## config.mk

```make
export PLATFORM = sky130hd
export DESIGN_NAME = lrute_cell
export DESIGN_NICKNAME = d
export VERILOG_FILES = /design/src/hdl/lrute_pkg.sv /design/src/hdl/lrute_cell.sv
export SDC_FILE = /design/constraint.sdc
export NUM_CORES = 1
export LEC_CHECK = 0
export BUFFER_PORTS_ARGS = -buffer_cell sky130_fd_sc_hd__buf_2
export CORE_MARGIN = 2
export CORE_UTILIZATION = 25
export DETAILED_ROUTE_END_ITERATION = 6
export SLEW_MARGIN = 20
export SYNTH_ARGS = -nofsm -noshare
export SYNTH_HDL_FRONTEND = slang
export SYNTH_SLANG_ARGS = --single-unit
export TNS_END_PERCENT = 30
```

## constraint.sdc

```tcl
create_clock -name i_clk -period 6.72 [get_ports i_clk]
set_clock_uncertainty 0.1 [all_clocks]
set_input_delay 0.672 -clock i_clk [delete_from_list [all_inputs] [get_ports i_clk]]
set_output_delay 0.672 -clock i_clk [all_outputs]
set_load 0.03 [all_outputs]
```

## src/hdl/lrute_pkg.sv

```systemverilog
// Shared types and constants for the LRU touch/evict list.
package lrute_pkg;

    localparam int          DEPTH_DEFAULT = 64;
    localparam int          CAP_W         = 7;
    localparam int          OCC_W         = 7;
    localparam logic [6:0]  CAP_RESET     = 7'd50;

    typedef struct packed {
        logic [1:0]  category;
        logic [30:0] object_id;
    } t_key;

    // What every cell hands to its neighbours.
    typedef struct packed {
        t_key value;
        logic match;
        logic pre;
    } t_cell_out;

    // Control common to the whole row of cells.
    typedef struct packed {
        t_key key;
        logic cmp_en;
        logic upd_en;
        logic evict;
    } t_cell_ctl;

endpackage

```

## src/hdl/lrute_cell.sv

```systemverilog
// One slot of the recency row: holds a key, compares it and shifts towards the old end.
module lrute_cell
    import lrute_pkg::*;
#(
    parameter int DEPTH = DEPTH_DEFAULT,
    parameter int CW    = $clog2(DEPTH + 2),
    parameter int IDX   = 0
) (
    input  logic          i_clk,
    input  t_cell_ctl     i_ctl,
    input  logic [CW-1:0] i_count,
    input  logic [CW-1:0] i_final,
    input  logic          i_pre,
    input  t_cell_out     i_next,
    input  t_key          i_next2,
    output t_cell_out     o_cell
);

    localparam logic [CW-1:0] THIS_IDX = CW'(IDX);
    localparam logic [CW-1:0] LAST_CNT = CW'(IDX + 1);

    t_key r_value;
    logic r_match;
    t_key n_value;
    logic pre_here;

    assign pre_here = i_pre | r_match;

    always_comb begin
        if (i_final == LAST_CNT) begin
            // new most-recent slot
            n_value = i_ctl.key;
        end else if (!i_ctl.evict) begin
            n_value = pre_here ? i_next.value : r_value;
        end else begin
            n_value = i_next.pre ? i_next2 : i_next.value;
        end
    end

    always_ff @(posedge i_clk) begin
        if (i_ctl.cmp_en) begin
            r_match <= (i_count > THIS_IDX) && (r_value == i_ctl.key);
        end
        if (i_ctl.upd_en) begin
            r_value <= n_value;
        end
    end

    assign o_cell.value = r_value;
    assign o_cell.match = r_match;
    assign o_cell.pre   = pre_here;

endmodule

```

==> results.toml, run 1 <==
[pwr]
power_uw = 539
clock_power_share_pct = 25.5
p_per_area_mw_per_mm2 = 175
switching_power_uw = 156
combinationalPowerShare_pct = 26.0
vdd_drop_max_mv = 0.0667
static-leakage-power_nw = 1.54
intPower_uw = 383
swShare_pct = 29.0
p_seq_share_pct = 48.5

[cts]
clkTransAtPathRegs_ns = 0.06
cts_resized = 0
cts_buffers = 5
clock_path_buffers = 2
insertion_delay_ns = 0.28
cts.sinks = 34
htreeDepth = 2
post_cts_buffers = 0
hold_buffers = 0
tritoncts = "built"
cts-root-buf = "clkbuf_8"

[placement]
dp_hpwl_um = 4660
place_ws_ns = 3.68
routabilityCongestion = 0.792
io_buffers = 153

[routing]
route.detailed.drc = 0
drtIter0Drc = 84
vias = 2026
dr.pass1.iters = 7
ant_nets = 0
viasPerCell = 4.46
routed_wl_um = 5990
wl_per_cell_um = 13.2

[final_layout]
layout-drive-gt1-share_pct = 47.3
nets = 470
syn_to_final_growth_pct = 43.3
antenna_cells = 0
fillCellCount = 877
final_cell_mix = "153 x buf_2, 34 x nor2_1, 34 x edfxtp_1, 33 x mux2i_1, 33 x a21oi_1"
post-route-util_pct = 37.3
layout_commonest_cell = "buf_2"

[sta]
finalSetupViolations = 0
worst_slew_pin_slew_ns = 1.06
whs_ns = 0.493
timing.final.crit_share_pct = 36.6
max_freq_ghz = 0.406
fin_crit_ns = 2.46
slew_violations = 0
fin_ws_ns = 4.26
hold_viol_final = 0
setup-tns-final_ns = 0
rsz0062_at_grt = "false"
maxSlewHeadroom_pct = 28.8

[floorplan]
core-area_mm2 = 0.00826
dieArea_mm2 = 0.00936
pin_count = 155
fp.dieH_um = 96.8
rows = 33
start_util_pct = 26.0
die-width_um = 96.8

[setup_path]
cp-start-kind = "input pin"
rrSetupSlack_ns = 4.91
worstPathArrival_ns = 2.35
path_cells = "buf_2, nor4b_2, nand2_2, buf_4, a21boi_4, buf_16"
critical_path.endpoint_type = "flop"
crit_type = "in -> reg"
regToRegStartpoint = "o_cell[18]$_DFFE_PP_"
crit_fanout = 67
r2r-end = "r_match$_DFFE_PP_"
r2r_cells = 4
crit_path_max_incr_delay_ns = 0.62
cp.required_ns = 6.60
cp_slowest_cell = "a21boi_4"

[yosys]
syn-num-nets = 320
synthDistinctLibCells = 19
yosysWarnings = 0
seq_area_frac_synth_pct = 47.5
netlist_area_mm2 = 0.00215
synth_area_per_cell_um2 = 10.8
syn_inst = 200
ys_ff_latch = 34

[global_route]
gr-usage-all-layers_pct = 12.5
overflow = 0
antenna_found_initial = 0
first_global_vias = 2003
grt_pass1_wl_um = 9420
grt_max_degree = 68

[hold_path]
holdCritPathClass = "in -> reg"
min_to = "r_match$_DFFE_PP_"
whs_path_depth = 1
worst_hold_startpoint = "i_ctl[2]"

[outcome]
outcome = "complete, no violations"

[run]
maxCapViolCount = 0
flip-flops by register name, indices dropped and copies added, names as in the netlist:
name     count
r_match      1
o_cell      33
critical path: cells and delay by family:
kind / cells / cell delay (ns)
AND/OR/NAND/NOR: 2 / 0.36
buffers and inverters: 3 / 0.67
AO/OA/AOI/OAI: 1 / 0.62
cell usage after synthesis:
cell,instances,area share [%]
a21boi_0,1,0.35
buf_4,2,0.70
nand2_1,2,0.35
a21oi_1,33,7.7
or2_2,1,0.29
xor2_1,31,13
nand3_1,1,0.23
edfxtp_1,34,47
buf_2,4,0.93
nand4_1,2,0.58
xnor2_1,2,0.81
clkbuf_1,2,0.35
nor2_1,34,5.9
nor4_1,8,2.3
nand2_2,1,0.29
nor3_1,4,0.93
buf_6,4,2.1
mux2i_1,33,15
nor4b_2,1,0.70
through the flow:
stage | cell area (µm²) | cells
after floorplan | 2150 | 200
after global placement | 2980 | 447
after detailed placement | 2980 | 447
after CTS | 3050 | 453
after global routing | 3080 | 454
final | 3080 | 454
routing by layer:
metal / track usage, % / part of all wire, % / vias to the layer above / wire, µm
met5: 0 / 0 / - / 0
met4: 2.82 / 0.80 / 0 / 48
met3: 4.12 / 7.9 / 6 / 472
met2: 22.2 / 49 / 91 / 2950
met1: 14.6 / 42 / 907 / 2510
li1: - / - / 1022 / -
how the worst max path moves through the flow:
stage          slack, ns              endpoint  cells past startpoint       start
3_5_place_dp        3.68  o_cell[20]$_DFFE_PP_                      5  i_final[1]
2_1_floorplan       2.50  o_cell[10]$_DFFE_PP_                      4  i_final[1]
6_report            4.26   o_cell[9]$_DFFE_PP_                      6  i_final[1]
3_3_place_gp        3.75  o_cell[17]$_DFFE_PP_                      5  i_final[1]
5_1_grt             4.10   o_cell[9]$_DFFE_PP_                      6  i_final[1]
4_1_cts             3.98   o_cell[9]$_DFFE_PP_                      5  i_final[1]
cell families after synthesis:
| kind of cell | Yosys count | synth area share [%] |
|---|---|---|
| AOI/OAI and AO/OA | 34 | 8.03 |
| xor gates and xnor gates | 33 | 13.4 |
| buffers and inverters | 12 | 4.07 |
| DFF | 34 | 47.5 |
| muxes | 33 | 15.4 |
| and+or+nand+nor | 54 | 11.6 |
cell type report:
class / instances / area [µm²] / area share [%]
clock buffers: 5 / 68.8 / 2.23
clock inverters: 1 / 3.75 / 0.122
multi-input cells: 154 / 1060 / 34.3
flip-flops and latches: 34 / 1020 / 33.1
well taps: 105 / 131 / 4.26
repair buffers: 155 / 801 / 26.0
power groups by stage:
stage | sequential [mW] | clock, mW | combinational [mW]
after floorplan | 0.294 | 0 | 0.0483
final | 0.261 | 0.137 | 0.140
after global placement | 0.266 | 0 | 0.138
after global routing | 0.263 | 0.155 | 0.153
after detailed placement | 0.267 | 0 | 0.140
after CTS | 0.262 | 0.147 | 0.140
(Power assumes the default switching activity.)
==> run 2, diff against run 1 <==
--- a/config.mk
+++ b/config.mk
@@ -5,6 +5,7 @@
 export SDC_FILE = /design/constraint.sdc
 export NUM_CORES = 1
 export LEC_CHECK = 0
+export ABC_AREA = 1
 export BUFFER_PORTS_ARGS = -buffer_cell sky130_fd_sc_hd__buf_2
 export CORE_MARGIN = 2
 export CORE_UTILIZATION = 25
==> constraint.sdc (replaced) <==
create_clock -name i_clk -period 2.2 [get_ports i_clk]
set_clock_uncertainty 0.1 [all_clocks]
set_input_delay 0.22 -clock i_clk [delete_from_list [all_inputs] [get_ports i_clk]]
set_output_delay 0.22 -clock i_clk [all_outputs]
set_load 0.03 [all_outputs]
==> run 2 against run 1 <==
Compared with the run above: setup slack worse by 3.7 ns; cell count is 33% higher; wire length is 13% higher; non-clock buffer count is 3 higher; synthesized cell count is 57% higher; register-to-register slack worse by 4.3 ns; area after synthesis is 21% higher; critical path type is now reg -> reg; critical path depth is 2 lower; die area is 20% higher; global-route usage hardly changed; sequential power grew to 3.1 times the previous value; total power grew to 3.3 times the previous value.
==> results.toml, run 2 <==
[outcome]
outcome = "complete, no violations"

[routing]
route.detailed.drc = 0
vias = 2487
dr.pass1.iters = 4
routed_wl_um = 6780
wl_per_cell_um = 11.2
drtIter0Drc = 64
viasPerCell = 4.11
ant_nets = 0

[sta]
max_freq_ghz = 0.619
rsz0062_at_grt = "false"
fin_crit_ns = 1.62
worst_slew_pin_slew_ns = 0.689
slew_violations = 0
maxSlewHeadroom_pct = 54.1
finalSetupViolations = 0
fin_ws_ns = 0.585
hold_viol_final = 0
timing.final.crit_share_pct = 73.4
setup-tns-final_ns = 0

[global_route]
antenna_found_initial = 1
grt_pass1_wl_um = 11300
first_global_vias = 2531
gr-usage-all-layers_pct = 12.5
grt_max_degree = 55
overflow = 0

[floorplan]
pin_count = 155
dieArea_mm2 = 0.0112
die-width_um = 106
fp.dieH_um = 106
start_util_pct = 25.5
core-area_mm2 = 0.0102
rows = 37

[final_layout]
design_area_mm2 = 0.00360
nets = 588
final_cell_mix = "153 x buf_2, 118 x nand2_1, 43 x inv_1, 34 x edfxtp_1, 33 x mux2_2"
layout.cells.non_filler = 605
layout-drive-gt1-share_pct = 47.8
layout_commonest_cell = "buf_2"
antenna_cells = 0
syn_to_final_growth_pct = 38.7
largest_reg_flops = 33

[cts]
cts.sinks = 34
htreeDepth = 2
cts-root-buf = "clkbuf_8"
clock_path_buffers = 2
hold_buffers = 0
clkTransAtPathRegs_ns = 0.08
cts_resized = 0
insertion_delay_ns = 0.28
tritoncts = "built"
post_cts_buffers = 0
cts_buffers = 5

[yosys]
ys_ff_latch = 34
synth-compound-area-share_pct = 7.37
synthArstFlopShare_pct = 0
seq_area_frac_synth_pct = 39.3
netlist_area_mm2 = 0.00260
synthDistinctLibCells = 19
synthSimpleGateAreaFrac_pct = 25.3
synth_common_cells = "118 x nand2_1, 43 x inv_1, 34 x edfxtp_1, 33 x mux2_2, 21 x o21ai_2"
yosys.area.top_type = "edfxtp_1"
synth_top_family_by_area = "simple AND/OR/NAND/NOR gates"
muxShareOfSynthArea_pct = 14.3
yosysWarnings = 0
yosysMostFrequentCell = "nand2_1"
ys.flop_type = "edfxtp_1"
synth.top_cell.area_share_pct = 39.3
syn_inst = 315
synthXorXnorAreaFrac_pct = 4.05
synth-edff-count = 34
syn-num-nets = 435
synth_fa_ha_area_share_pct = 0
synth.top_cells.by_area = "edfxtp_1 39%, nand2_1 17%, mux2_2 14%"
synth_area_per_cell_um2 = 8.24

[hold_path]
worst_hold_startpoint = "i_ctl[2]"
holdCritPathClass = "in -> reg"

[setup_path]
crit_fanout = 33
cp-start-kind = "flop"
crit_type = "reg -> reg"
critical_path.endpoint_type = "flop"
crit_start = "r_match$_DFFE_PP_"
cp.required_ns = 2.13
regToRegStartpoint = "r_match$_DFFE_PP_"
worstPathArrival_ns = 1.54

[placement]
place_inst = 597
routabilityCongestion = 0.747
dpl_cell_area_mm2 = 0.00352
dp_hpwl_um = 5320
io_buffers = 153
place_ws_ns = 0.430

[pwr]
vdd_drop_max_mv = 0.166
p_per_area_mw_per_mm2 = 490
static-leakage-power_nw = 1.91
power_mw = 1.76

[run]
maxCapViolCount = 0
-- run 2: critical path: stages, from the launching register on --
cell,delay (ns)
edfxtp_1,0.38
or2_2,0.32
nor2_1,0.26
a21boi_4,0.10
buf_12,0.19
-- run 2: area by class of cell --
cell class	instances	area (µm²)
Fill cell	1075	6580
Multi-Input combinational cell	226	1340
Sequential cell	34	1020
Timing Repair Buffer	158	828
Tap cell	136	170
Inverter	43	161
Clock buffer	5	68.8
Clock inverter	3	16.3
-- run 2: stage by stage --
| stage | hold slack, ns | utilization (%) |
|---|---|---|
| floorplan | 0.232 | - |
| global placement | 0.321 | 34.5 |
| detailed placement | 0.320 | 34.5 |
| CTS | 0.0139 | 35.4 |
| global route | 0.0158 | 35.4 |
| finish | 0.0319 | 35.4 |
-- run 2: cells by family (layout without fill, tap and decap cells) --
group	after synthesis	after routing
flops	34	34
compound gates	22	22
simple gates	159	159
buf+inv	55	209
xor+xnor	12	12
mux	33	33
-- run 2: path summary, 6_finish.rpt --
kind / end / slack, ns / depth (start not counted)
setup reg to reg: o_cell[25]$_DFFE_PP_ / 0.58 / 4
hold / removal: r_match$_DFFE_PP_ / 0.03 / 1
hold reg to reg: r_match$_DFFE_PP_ / 0.74 / 5
setup / recovery: o_cell[25]$_DFFE_PP_ / 0.58 / 4
-- run 2: power by group --
group / leakage [nW] / internal [mW] / switching, mW / total [mW]
Combinational: 1.54 / 0.229 / 0.279 / 0.508
Sequential: 0.329 / 0.771 / 0.0304 / 0.802
Clock: 0.0416 / 0.217 / 0.237 / 0.454
Total: 1.91 / 1.22 / 0.547 / 1.76
-- run 2: layer usage --
metal / vias up / GRT usage, % / share of wire [%]
met5: - / 0 / 0.19
met4: 2 / 2.63 / 0.35
met3: 4 / 3.37 / 7.3
met2: 90 / 22.3 / 49
met1: 1083 / 15.0 / 43
li1: 1308 / - / -
